### src/design/l2n_pkg.sv
// l2n_pkg: shared constants and types for the L2 vector normalizer.
// No dependencies.
package l2n_pkg;

    localparam int DEF_MAX_TERMS = 64;
    localparam int WEIGHT_W      = 16;
    localparam int SUM_W         = 37;
    localparam int ROOT_W        = 32;
    localparam int RAD_W         = 2 * ROOT_W;
    localparam int SQRT_SHIFT    = 26;
    localparam int REM_W         = ROOT_W + 2;
    localparam int QUOT_W        = 15;
    localparam int DIV_PRESHIFT  = 12;
    localparam int STEP_W        = 5;
    localparam logic [QUOT_W-1:0] UNIT_ONE = 15'd16384;

    typedef enum logic [2:0] {
        B_IDLE,
        B_SQRT,
        B_READ,
        B_LOAD,
        B_DIV,
        B_EMIT
    } back_state_t;

endpackage

### src/design/l2n_ram.sv
// l2n_ram: generic single-write, single-read RAM with registered read data.
// No dependencies.
module l2n_ram #(
    parameter int WIDTH = 16,
    parameter int DEPTH = 128
) (
    input  logic                     clk,
    input  logic                     wr_en,
    input  logic [$clog2(DEPTH)-1:0] wr_addr,
    input  logic [WIDTH-1:0]         wr_data,
    input  logic                     rd_en,
    input  logic [$clog2(DEPTH)-1:0] rd_addr,
    output logic [WIDTH-1:0]         rd_data
);

    logic [WIDTH-1:0] mem [DEPTH];

    always_ff @(posedge clk)
    begin
        if (wr_en)
        begin
            mem[wr_addr] <= wr_data;
        end
        if (rd_en)
        begin
            rd_data <= mem[rd_addr];
        end
    end

endmodule

### src/design/l2n_queue.sv
// l2n_queue: two-entry job queue between front and back.
// Depends on nothing but its parameter.
module l2n_queue #(
    parameter int WIDTH = 8
) (
    input  logic             clk,
    input  logic             rst_n,
    input  logic             push,
    input  logic [WIDTH-1:0] push_data,
    input  logic             pop,
    output logic [WIDTH-1:0] head,
    output logic             full,
    output logic             empty
);

    logic [WIDTH-1:0] entry_reg [2];
    logic             wr_ptr_reg;
    logic             rd_ptr_reg;
    logic [1:0]       count_reg;

    always_ff @(posedge clk)
    begin
        if (push)
        begin
            entry_reg[wr_ptr_reg] <= push_data;
        end
    end

    always_ff @(posedge clk or negedge rst_n)
    begin
        if (!rst_n)
        begin
            wr_ptr_reg <= 1'b0;
            rd_ptr_reg <= 1'b0;
            count_reg  <= 2'd0;
        end
        else
        begin
            if (push)
            begin
                wr_ptr_reg <= ~wr_ptr_reg;
            end
            if (pop)
            begin
                rd_ptr_reg <= ~rd_ptr_reg;
            end
            count_reg <= count_reg + {1'b0, push} - {1'b0, pop};
        end
    end

    assign head  = entry_reg[rd_ptr_reg];
    assign full  = count_reg[1];
    assign empty = (count_reg == 2'd0);

endmodule

### src/design/l2n_front.sv
// l2n_front: accepts weights, stores them, sums squares, hands off vectors.
// Depends on l2n_pkg.
module l2n_front #(
    parameter int MAX_TERMS = l2n_pkg::DEF_MAX_TERMS,
    parameter int IDX_W     = 6,
    parameter int CNT_W     = 7
) (
    input  logic                         clk,
    input  logic                         rst_n,
    input  logic                         s_tvalid,
    output logic                         s_tready,
    input  logic [l2n_pkg::WEIGHT_W-1:0] weight,
    input  logic                         last_term,
    input  logic                         q_full,
    output logic                         q_push,
    output logic                         q_bank,
    output logic [l2n_pkg::SUM_W-1:0]    q_sum,
    output logic [CNT_W-1:0]             q_count,
    output logic                         q_drop,
    output logic                         wr_en,
    output logic [IDX_W:0]               wr_addr,
    output logic [l2n_pkg::WEIGHT_W-1:0] wr_data
);

    logic [l2n_pkg::SUM_W-1:0] sum_reg, sum_next;
    logic [CNT_W-1:0]          count_reg, count_next;
    logic                      drop_reg, drop_next;
    logic                      bank_reg;
    logic                      accept;
    logic                      room;
    logic signed [31:0]        square;

    assign s_tready = !q_full;
    assign accept   = s_tvalid && !q_full;
    assign room     = (count_reg < CNT_W'(MAX_TERMS));
    assign square   = $signed(weight) * $signed(weight);

    always_comb
    begin
        sum_next   = sum_reg;
        count_next = count_reg;
        drop_next  = drop_reg;
        if (room)
        begin
            sum_next   = sum_reg + {{(l2n_pkg::SUM_W-32){1'b0}}, square};
            count_next = count_reg + CNT_W'(1);
        end
        else
        begin
            drop_next = 1'b1;
        end
    end

    assign wr_en   = accept && room;
    assign wr_addr = {bank_reg, count_reg[IDX_W-1:0]};
    assign wr_data = weight;
    assign q_push  = accept && last_term;
    assign q_bank  = bank_reg;
    assign q_sum   = sum_next;
    assign q_count = count_next;
    assign q_drop  = drop_next;

    always_ff @(posedge clk or negedge rst_n)
    begin
        if (!rst_n)
        begin
            sum_reg   <= '0;
            count_reg <= '0;
            drop_reg  <= 1'b0;
            bank_reg  <= 1'b0;
        end
        else if (accept)
        begin
            if (last_term)
            begin
                sum_reg   <= '0;
                count_reg <= '0;
                drop_reg  <= 1'b0;
                bank_reg  <= ~bank_reg;
            end
            else
            begin
                sum_reg   <= sum_next;
                count_reg <= count_next;
                drop_reg  <= drop_next;
            end
        end
    end

endmodule

### src/design/l2n_back.sv
// l2n_back: square root of the vector's sum, then one division per stored weight.
// Depends on l2n_pkg.
module l2n_back #(
    parameter int IDX_W = 6,
    parameter int CNT_W = 7
) (
    input  logic                         clk,
    input  logic                         rst_n,
    input  logic                         q_empty,
    input  logic                         q_bank,
    input  logic [l2n_pkg::SUM_W-1:0]    q_sum,
    input  logic [CNT_W-1:0]             q_count,
    input  logic                         q_drop,
    output logic                         q_pop,
    output logic                         rd_en,
    output logic [IDX_W:0]               rd_addr,
    input  logic [l2n_pkg::WEIGHT_W-1:0] rd_data,
    output logic                         m_tvalid,
    input  logic                         m_tready,
    output logic [l2n_pkg::WEIGHT_W-1:0] unit_weight,
    output logic                         last_result,
    output logic                         overflowed
);

    localparam int RW = l2n_pkg::ROOT_W;

    l2n_pkg::back_state_t state_reg, state_next;

    logic [l2n_pkg::RAD_W-1:0]   rad_reg;
    logic [l2n_pkg::REM_W-1:0]   srem_reg;
    logic [RW-1:0]               root_reg;
    logic [RW-1:0]               drem_reg;
    logic [l2n_pkg::QUOT_W-1:0]  quot_reg;
    logic                        neg_reg;
    logic [l2n_pkg::STEP_W-1:0]  step_reg;
    logic [CNT_W-1:0]            idx_reg;
    logic                        out_valid_reg;
    logic [l2n_pkg::WEIGHT_W-1:0] out_data_reg;
    logic                        out_last_reg;
    logic                        out_drop_reg;

    logic [l2n_pkg::REM_W-1:0]   s_shift, s_trial;
    logic                        s_take;
    logic [RW:0]                 d_shift;
    logic                        d_take;
    logic [l2n_pkg::WEIGHT_W-1:0] mag;
    logic [l2n_pkg::QUOT_W-1:0]  quot_clamp;
    logic [l2n_pkg::WEIGHT_W-1:0] result;
    logic                        is_last;
    logic                        out_free;
    logic                        load_out;

    assign s_shift = {srem_reg[l2n_pkg::REM_W-3:0], rad_reg[l2n_pkg::RAD_W-1 -: 2]};
    assign s_trial = {root_reg, 2'b01};
    assign s_take  = (s_shift >= s_trial);
    assign d_shift = {drem_reg, 1'b0};
    assign d_take  = (d_shift >= {1'b0, root_reg});
    assign mag     = rd_data[l2n_pkg::WEIGHT_W-1] ? (~rd_data + 1'b1) : rd_data;
    assign quot_clamp = (quot_reg > l2n_pkg::UNIT_ONE) ? l2n_pkg::UNIT_ONE : quot_reg;
    assign result  = (root_reg == '0) ? '0 :
                     (neg_reg ? (~{1'b0, quot_clamp} + 1'b1) : {1'b0, quot_clamp});
    assign is_last = (idx_reg + CNT_W'(1) == q_count);
    assign out_free = !out_valid_reg || m_tready;

    always_comb
    begin
        state_next = state_reg;
        unique case (state_reg)
            l2n_pkg::B_IDLE:
                if (!q_empty)
                begin
                    state_next = l2n_pkg::B_SQRT;
                end
            l2n_pkg::B_SQRT:
                if (step_reg == '1)
                begin
                    state_next = l2n_pkg::B_READ;
                end
            l2n_pkg::B_READ:
                state_next = l2n_pkg::B_LOAD;
            l2n_pkg::B_LOAD:
                state_next = l2n_pkg::B_DIV;
            l2n_pkg::B_DIV:
                if (step_reg == l2n_pkg::STEP_W'(l2n_pkg::QUOT_W - 1))
                begin
                    state_next = l2n_pkg::B_EMIT;
                end
            l2n_pkg::B_EMIT:
                if (out_free)
                begin
                    state_next = is_last ? l2n_pkg::B_IDLE : l2n_pkg::B_READ;
                end
            default:
                state_next = l2n_pkg::B_IDLE;
        endcase
    end

    always_comb
    begin
        rd_en    = (state_reg == l2n_pkg::B_READ);
        rd_addr  = {q_bank, idx_reg[IDX_W-1:0]};
        load_out = (state_reg == l2n_pkg::B_EMIT) && out_free;
        q_pop    = load_out && is_last;
    end

    always_ff @(posedge clk or negedge rst_n)
    begin
        if (!rst_n)
        begin
            state_reg     <= l2n_pkg::B_IDLE;
            out_valid_reg <= 1'b0;
            step_reg      <= '0;
            idx_reg       <= '0;
        end
        else
        begin
            state_reg <= state_next;
            if (load_out)
            begin
                out_valid_reg <= 1'b1;
            end
            else if (m_tready)
            begin
                out_valid_reg <= 1'b0;
            end
            unique case (state_reg)
                l2n_pkg::B_IDLE:
                begin
                    step_reg <= '0;
                    idx_reg  <= '0;
                end
                l2n_pkg::B_SQRT:
                    step_reg <= step_reg + 1'b1;
                l2n_pkg::B_LOAD:
                    step_reg <= '0;
                l2n_pkg::B_DIV:
                    step_reg <= step_reg + 1'b1;
                l2n_pkg::B_EMIT:
                    if (load_out)
                    begin
                        idx_reg <= idx_reg + CNT_W'(1);
                    end
                default:
                    step_reg <= step_reg;
            endcase
        end
    end

    always_ff @(posedge clk)
    begin
        unique case (state_reg)
            l2n_pkg::B_IDLE:
            begin
                rad_reg  <= {1'b0, q_sum, {l2n_pkg::SQRT_SHIFT{1'b0}}};
                srem_reg <= '0;
                root_reg <= '0;
            end
            l2n_pkg::B_SQRT:
            begin
                rad_reg <= {rad_reg[l2n_pkg::RAD_W-3:0], 2'b00};
                if (s_take)
                begin
                    srem_reg <= s_shift - s_trial;
                    root_reg <= {root_reg[RW-2:0], 1'b1};
                end
                else
                begin
                    srem_reg <= s_shift;
                    root_reg <= {root_reg[RW-2:0], 1'b0};
                end
            end
            l2n_pkg::B_LOAD:
            begin
                drem_reg <= {{(RW-l2n_pkg::WEIGHT_W-l2n_pkg::DIV_PRESHIFT){1'b0}},
                             mag, {l2n_pkg::DIV_PRESHIFT{1'b0}}};
                neg_reg  <= rd_data[l2n_pkg::WEIGHT_W-1];
                quot_reg <= '0;
            end
            l2n_pkg::B_DIV:
            begin
                if (d_take)
                begin
                    drem_reg <= RW'(d_shift - {1'b0, root_reg});
                end
                else
                begin
                    drem_reg <= d_shift[RW-1:0];
                end
                quot_reg <= {quot_reg[l2n_pkg::QUOT_W-2:0], d_take};
            end
            l2n_pkg::B_EMIT:
                if (load_out)
                begin
                    out_data_reg <= result;
                    out_last_reg <= is_last;
                    out_drop_reg <= q_drop;
                end
            default:
                neg_reg <= neg_reg;
        endcase
    end

    assign m_tvalid    = out_valid_reg;
    assign unit_weight = out_data_reg;
    assign last_result = out_last_reg;
    assign overflowed  = out_drop_reg;

endmodule

### src/design/l2_normalize_vector.sv
// l2_normalize_vector: top level of the L2 vector normalizer.
// Depends on l2n_pkg, l2n_ram, l2n_queue, l2n_front, l2n_back.
//
// Weights (signed Q8.8) stream in one per beat; tlast closes a vector. Each
// vector is emitted as weight / norm in signed Q1.14, in arrival order, with
// tlast on the final result and tuser set when terms past MAX_TERMS were
// dropped. An all-zero vector yields zeros. The front takes one beat per
// cycle while the queue is not full; the back takes a vector's square root,
// then per result does a RAM read, the 15-step divider and an output load.
// Two vectors may be queued; the front stalls while a third would be held.
module l2_normalize_vector #(
    parameter int MAX_TERMS = l2n_pkg::DEF_MAX_TERMS
) (
    input  logic        clk,
    input  logic        rst_n,
    input  logic        s_tvalid,
    output logic        s_tready,
    input  logic [15:0] s_tdata,   // [15:0] weight
    input  logic        s_tlast,   // last_term
    output logic        m_tvalid,
    input  logic        m_tready,
    output logic [15:0] m_tdata,   // [15:0] unit_weight
    output logic        m_tlast,   // last_result
    output logic        m_tuser    // [0] overflowed
);

    localparam int IDX_W = (MAX_TERMS > 1) ? $clog2(MAX_TERMS) : 1;
    localparam int CNT_W = $clog2(MAX_TERMS + 1);
    localparam int JOB_W = 1 + l2n_pkg::SUM_W + CNT_W + 1;

    logic                         q_full, q_empty, q_push, q_pop;
    logic                         f_bank, f_drop;
    logic [l2n_pkg::SUM_W-1:0]    f_sum;
    logic [CNT_W-1:0]             f_count;
    logic [JOB_W-1:0]             head;
    logic                         wr_en, rd_en;
    logic [IDX_W:0]               wr_addr, rd_addr;
    logic [l2n_pkg::WEIGHT_W-1:0] wr_data, rd_data;

    l2n_front #(
        .MAX_TERMS (MAX_TERMS),
        .IDX_W     (IDX_W),
        .CNT_W     (CNT_W)
    ) u_front (
        .clk       (clk),
        .rst_n     (rst_n),
        .s_tvalid  (s_tvalid),
        .s_tready  (s_tready),
        .weight    (s_tdata),
        .last_term (s_tlast),
        .q_full    (q_full),
        .q_push    (q_push),
        .q_bank    (f_bank),
        .q_sum     (f_sum),
        .q_count   (f_count),
        .q_drop    (f_drop),
        .wr_en     (wr_en),
        .wr_addr   (wr_addr),
        .wr_data   (wr_data)
    );

    l2n_queue #(
        .WIDTH (JOB_W)
    ) u_queue (
        .clk       (clk),
        .rst_n     (rst_n),
        .push      (q_push),
        .push_data ({f_bank, f_sum, f_count, f_drop}),
        .pop       (q_pop),
        .head      (head),
        .full      (q_full),
        .empty     (q_empty)
    );

    l2n_ram #(
        .WIDTH (l2n_pkg::WEIGHT_W),
        .DEPTH (2 << IDX_W)
    ) u_ram (
        .clk     (clk),
        .wr_en   (wr_en),
        .wr_addr (wr_addr),
        .wr_data (wr_data),
        .rd_en   (rd_en),
        .rd_addr (rd_addr),
        .rd_data (rd_data)
    );

    l2n_back #(
        .IDX_W (IDX_W),
        .CNT_W (CNT_W)
    ) u_back (
        .clk         (clk),
        .rst_n       (rst_n),
        .q_empty     (q_empty),
        .q_bank      (head[JOB_W-1]),
        .q_sum       (head[JOB_W-2 -: l2n_pkg::SUM_W]),
        .q_count     (head[CNT_W:1]),
        .q_drop      (head[0]),
        .q_pop       (q_pop),
        .rd_en       (rd_en),
        .rd_addr     (rd_addr),
        .rd_data     (rd_data),
        .m_tvalid    (m_tvalid),
        .m_tready    (m_tready),
        .unit_weight (m_tdata),
        .last_result (m_tlast),
        .overflowed  (m_tuser)
    );

endmodule

### config.mk
export PLATFORM = sky130hd
export DESIGN_NAME = l2_normalize_vector
export DESIGN_NICKNAME = d
export VERILOG_FILES = /design/src/design/l2n_pkg.sv /design/src/design/l2n_ram.sv /design/src/design/l2n_queue.sv /design/src/design/l2n_front.sv /design/src/design/l2n_back.sv /design/src/design/l2_normalize_vector.sv
export SDC_FILE = /design/constraint.sdc
export NUM_CORES = 2
export LEC_CHECK = 0
export BUFFER_PORTS_ARGS = -buffer_cell sky130_fd_sc_hd__buf_4
export CAP_MARGIN = 0
export CORE_MARGIN = 10
export CORE_UTILIZATION = 52
export DETAILED_ROUTE_END_ITERATION = 16
export PLACE_DENSITY = 0.67
export RECOVER_POWER = 25
export SETUP_SLACK_MARGIN = 0.05
export SLEW_MARGIN = 5
export SYNTH_ARGS = -nofsm -noshare
export SYNTH_HDL_FRONTEND = slang
export SYNTH_SLANG_ARGS = --single-unit
### constraint.sdc
create_clock -name clk -period 9.6 [get_ports clk]
set_input_delay 0.48 -clock clk [delete_from_list [all_inputs] [get_ports clk]]
set_output_delay 0.48 -clock clk [all_outputs]
set_load 0.005 [all_outputs]
# After elaboration in Yosys (flattened, before gate mapping)
# Memories as Yosys holds them, arrays and structs flattened. A register that Yosys moved wholly into a read port is not among the register bits.
# Cells that the tools add are included.
word_totals:
  out_inout_bits: 20
  memories: 2
  ram_bits: 2140
  elab_cells: 112
  in_bits: 21
  register_bits: 260
classes:
  n_eq_ne: 13
  n_mul: 1
  muxes: 32
  add_sub_neg: 10
  bitwise_logic: 6
  magnitude_cmp: 4
  n_reduce_logical: 23
mem_list:
  columns: ["memory", "words", "word_bits", "read_ports", "rd_ports_with_merged_regs", "wr", "line", "source"]
  rows:
  - ["u_ram.mem", 128, 16, 1, 1, 1, "l2n_ram.sv:16", "logic [WIDTH-1:0] mem [DEPTH];"]
  - ["u_queue.entry_reg", 2, 46, 1, 0, 1, "l2n_queue.sv:16", "logic [WIDTH-1:0] entry_reg [2];"]
ops:
  columns: ["operator", "n"]
  rows:
  - ["case mux 32 bit (2 select lines)", 3]
  - ["case mux 64 bit (2 select lines)", 1]
  - ["2-to-1 mux 37 bit", 2]
  - ["2-to-1 mux 32 bit", 2]
  - ["subtractor 32 bit", 2]
  - ["adder 37 x 32 -> 37 bit", 1]
  - [">= comparator 34 bit", 1]
  - [">= comparator 33 x 32 -> 1 bit", 1]
  - ["adder 16 x 1 -> 16 bit (second input constant)", 2]
  - ["logical NOT 32 bit", 1]
  - ["multiplier 16 x 16 -> 32 bit", 1]
  - ["2-to-1 mux 15 bit", 2]
  - ["case mux 15 bit (2 select lines)", 1]
  - ["2-to-1 mux 7 bit", 3]
  - ["case mux 3 bit (6 select lines)", 1]
  - ["2-to-1 mux 16 bit", 1]
  - ["NOT 15 -> 16 bit", 1]
  - ["NOT 16 bit", 1]
  - ["> comparator 15 bit (second input constant)", 1]
  - ["adder 7 x 1 -> 7 bit (second input constant)", 2]
  - ["case mux 7 bit (2 select lines)", 1]
  - ["2-to-1 mux 3 bit", 4]
  - ["case mux 5 bit (2 select lines)", 1]
  - ["nonzero test 2 bit", 5]
  - ["23 further kinds", 48]

# Logic depth before layout (Yosys ltp)
depth:
  ltp_word: 5
  mapped_depth: 37
  depth_no_buf: 35

# Hierarchy
# From an unflattened synthesis, not the netlist that was laid out.
hier_totals:
  hier_cells: 6105
  area_unflattened_um2: 107792.1
modules_own_cells:
  columns: ["module", "area_each_um2", "cells_each", "instances"]
  rows:
  - ["l2n_ram", 78683.0, 3086, 1]
  - ["l2n_front", 12982.5, 1490, 1]
  - ["l2n_back", 12493.2, 1372, 1]
  - ["l2n_queue", 3633.5, 157, 1]

# Worst setup path before layout
# Ideal clock, no wire load.
synth_path:
  kind: "input -> register"
  from: "input s_tdata[10]"
  to: "register u_front.sum_reg[36] in the netlist's numbering"
  t_arrival_ps: 7752
  setup_time_ps: 133
  cell_stages: 33
  setup_slack_ps: 1714
  path_buffers: 1
  cell_sequence: "clkbuf_1 inv_1 nor2_1 fa_1 inv_1 fa_1 fa_1 inv_1 fa_1 fa_1 inv_1 fa_1 inv_1 ha_1 a21o_1 a21oi_1 nor3b_1 nand2_1 a31oi_1 o21bai_1 a21oi_1 o21ai_0 xor2_1 ha_1 and3_1 nand4_1 nor2_1 o211a_1 o21ai_0 o21ai_0 and4b_1 mux2i_1 o21ai_0"
synth_via:
  elab_chain_cells: 4
synth_lines:
  columns: ["item", "line", "source"]
  rows:
  - ["start: declaration", "l2_normalize_vector.sv:18", "input logic [15:0] s_tdata,"]
  - ["multiplier 16 x 16 -> 32 bit", "l2n_front.sv:36", "assign square = $signed(weight) * $signed(weight);"]
  - ["adder 37 x 32 -> 37 bit", "l2n_front.sv:45", "sum_next = sum_reg + {{(l2n_pkg::SUM_W-32){1'b0}}, square};"]
  - ["2-to-1 mux 37 bit", "l2n_front.sv:43", "if (room)"]
  - ["2-to-1 mux 37 bit", "l2n_front.sv:74", "if (last_term)"]
  - ["end signal: assignment", "l2n_front.sv:83", "sum_reg <= sum_next;"]
  - ["end: declaration", "l2n_front.sv:25", "logic [l2n_pkg::SUM_W-1:0] sum_reg, sum_next;"]
# No other way between the ends.
# A chain may end at the register's enable or synchronous reset.

# Worst setup path after layout
layout_path:
  from: "input s_tdata[3]"
  to: "memory u_queue.entry_reg[1][44] in the netlist's numbering (data pin)"
layout_via:
  elab_chain_cells: 3
layout_lines:
  columns: ["item", "line", "source"]
  rows:
  - ["multiplier 16 x 16 -> 32 bit", "l2n_front.sv:36", null]
  - ["adder 37 x 32 -> 37 bit", "l2n_front.sv:45", null]
  - ["2-to-1 mux 37 bit", "l2n_front.sv:43", null]
  - ["named net f_sum (one bit)", "l2_normalize_vector.sv:33", "logic [l2n_pkg::SUM_W-1:0] f_sum;"]
  - ["end: declaration", "l2n_queue.sv:16", null]
# The timed path passes the listed nets, and every way through them passes these cells.

==> flow_metrics.py <==
metrics = {
    "worst_setup_path": {
        "cp_slowest_cell": "clkbuf_1",
        "start_kind": "primary input",
        "critPathKind": "in2reg",
        "critical_path_arrival_ns": 9.22,
        "critical_path_s_most_frequent_cell": "fa_1",
        "worstSetupEndpointType": "register",
        "worst_ep_required_time_ns": 10.18,
        "worst-path-max-fanout": 15,
        "worst_path_largest_cell_delay_ns": 0.90,
    },
    "clocking": {
        "clock_path_buffers": 3,
        "cts_max_level": 4,
        "postCtsSetupBuffers": 0,
        "clock_pin_slew_worst_setup_and_hold_paths_ns": 0.07,
        "ctsRootBufferMaster": "clkbuf_16",
        "clock_insertion_delay_worst_skew_ns": 0.86,
        "postCtsResizedCells": 0,
        "cts_sink_count": 2390,
        "cts_inserted_buffers": 230,
        "cts.hold.buffers_added": 3,
        "tritoncts": "done",
    },
    "global_route": {
        "grt_max_degree": 134,
        "global_route_wire_length_before_repair_um": 375000,
        "grt_util_all_layers_pct": 22.6,
        "globalRouteOverflowTotal": 0,
        "via_count_of_the_first_global_routing_pass": 55900,
        "grt_antenna_before_repair": 13,
    },
    "logic_synthesis": {
        "netlist-cell-type-count": 75,
        "synth.yosys.seq_area_share_pct": 67.0,
        "synthArstFlopShare_pct": 2.76,
        "ys_warn_count": 0,
        "syn_area_per_cell_um2": 18.0,
        "synth_top_flop_cell": "edfxtp_1",
        "edff_count_synth": 2324,
        "post_synth_instance_area_um2": 107000,
        "postSynthRegisterBits": 2390,
        "postSynthCellCount": 5932,
        "postSynthNetCount": 6388,
    },
    "die": {
        "initial_core_util_pct": 52.2,
        "die_area_um2": 223000,
        "floorplan.die.height_um": 473,
        "chip_width_um": 473,
        "std_cell_rows": 166,
        "io_pins": 41,
        "core_region_area_um2": 204000,
    },
    "sta": {
        "fin_skew_ns": 0.0518,
        "tightestPinTransition_ns": 5.32,
        "timing.final.hold_violations": 0,
        "timing.setup.tns_ns": 0,
        "rsz0062_at_grt": "no",
        "fmax_mhz": 116,
        "final_max_slew_viol_count": 1060,
        "finalWorstSetupSlack_ns": 0.964,
        "post-route-period-util_pct": 90.0,
        "timing.slew.headroom_pct": -255,
        "setup_viol": 0,
        "fin_crit_ns": 8.64,
    },
    "pwr": {
        "total_power_mw": 42.9,
        "power_density_nw_per_um2": 363,
        "vdd_ir_drop_max_uv": 808,
        "switching_share_pct": 37.9,
        "p_int_mw": 26.7,
        "power_frac_comb_pct": 46.9,
        "total_leakage_power_nw": 39.5,
        "net-switching-power_mw": 16.3,
        "clkPwrFrac_pct": 20.8,
        "sequentialPowerShare_pct": 32.3,
    },
    "placement": {
        "place_ws_ns": 0.743,
        "numPortBuffers": 40,
        "global_placement_routability_congestion": 0.814,
        "hpwl_um": 154000,
    },
    "drt": {
        "wirelength_um": 251000,
        "routedWlPerCell_um": 27.8,
        "routed_via_density": 6.09,
        "vias": 55000,
        "drtAntennaViolNets": 0,
        "number_of_detailed_routing_iterations_run_before_antenna_repair": 5,
        "route.detailed.drc": 0,
        "dr.first_iter.drc_count": 6217,
    },
    "layout": {
        "largest_register_ffs": 2048,
        "mostFrequentLayoutCell": "edfxtp_1",
        "multiInputGateArea_um2": 32600,
        "area.sequential_um2": 71500,
        "final.fill_count": 15000,
        "final_nets": 6607,
        "layout_common_cells": "edfxtp_1, mux4_2, inv_1",
        "final_layout_size_suffix_gt1_share_pct": 20.2,
        "area_delta_synth_final_pct": 11.0,
    },
    "outcome": {
        "violations": "capacitance limit, slew limit",
        "run_status": "complete, but fails checks",
    },
    "worst_hold_path": {
        "worstHoldPathType": "in2reg",
    },
    "flow_run": {
        "maxCapViolations": 15,
    },
}
-- area by class of cell --
cell class                      instances  share of cell area, %
Antenna cell                            2                0.00423
Clock buffer                          290                   5.12
Clock inverter                        140                   1.18
Inverter                              402                   1.28
Multi-Input combinational cell       2873                   27.5
Sequential cell                      2390                   60.4
Tap cell                             2688                   2.84
Timing Repair Buffer                  254                   1.62
-- stage by stage --
step / hold slack, ns / utilization (%) / instances / area [µm²]
3_5_place_dp: 0.491 / 54.3 / 8604 / 111000
3_3_place_gp: 0.495 / 54.3 / 8604 / 111000
5_1_grt: 0.0315 / 57.9 / 9038 / 118000
2_1_floorplan: 0.184 / - / 5932 / 107000
4_1_cts: 0.0137 / 58.0 / 9037 / 118000
6_report: 0.0797 / 57.9 / 9039 / 118000
-- worst paths after layout --
| path | cells past startpoint | to | from | slack [ns] |
|---|---|---|---|---|
| max | 29 | u_queue.entry_reg[1][44] | s_tdata[3] | 0.96 |
| min | 1 | u_ram.mem[19][5] | s_tdata[5] | 0.08 |
| max reg2reg | 6 | u_ram.rd_data[8] | u_back.idx_reg[1] | 4.98 |
| min reg2reg | 2 | u_back.rad_reg[32] | u_back.rad_reg[30] | 0.49 |
| max in group asynchronous | 2 | u_back.idx_reg[2] | rst_n | 5.14 |
| min in group asynchronous | 2 | u_back.m_tvalid | rst_n | 1.59 |
-- power by group through the flow --
stage               clock [mW]  sequential (mW)  combinational [mW]
floorplan                    0             13.9                15.3
global placement             0             14.0                19.7
detailed placement           0             14.1                20.1
CTS                       9.07             13.8                20.2
global route              9.49             13.9                22.8
finish                    8.92             13.9                20.1
-- critical path, delay by kind of cell --
family          cells  cell delay [ns]
fa+ha+maj           8             3.73
buf+inv             4             1.81
compound gates      7             1.60
simple gates        9             1.39
xor+xnor            1             0.16
-- layer usage --
metal | GRT usage (%) | routed length (µm)
met5 | 0 | 54
met4 | 5.85 | 6140
met3 | 4.29 | 19800
met2 | 35.5 | 119000
met1 | 32.7 | 106000
-- synthesized netlist by cell type, types with 46 or more instances --
master    instances  area, µm²
nand3_1          46        230
nand2_1         307       1150
nor2_1          340       1280
inv_1           401       1510
edfxtp_1       2324      69800
mux2i_1          59        591
dfrtp_1          66       1650
a21o_1           62        465
ha_1            197       2460
clkbuf_1        182        683
xor2_1           60        526
and2_1           50        313
o21ai_0         178        891
a21oi_1         147        736
mux4_2          672      15100
xnor2_1         108        946
fa_1            238       4760
-- logic make-up (layout without fill, tap and decap cells) --
group                    after synthesis  in the layout  synth area share [%]
AO/OA/AOI/OAI                        579            579                  3.41
other                                  0              2                     0
buffers and inverters                669           1086                  2.47
adder cells (fa/ha/maj)              435            435                  6.78
XOR/XNOR                             168            168                  1.38
multiplexers                         752            752                  15.0
AND/OR/NAND/NOR                      939            939                  3.95
flip-flops                          2390           2390                  67.0
Note: power is estimated with default switching activity, not from simulation.
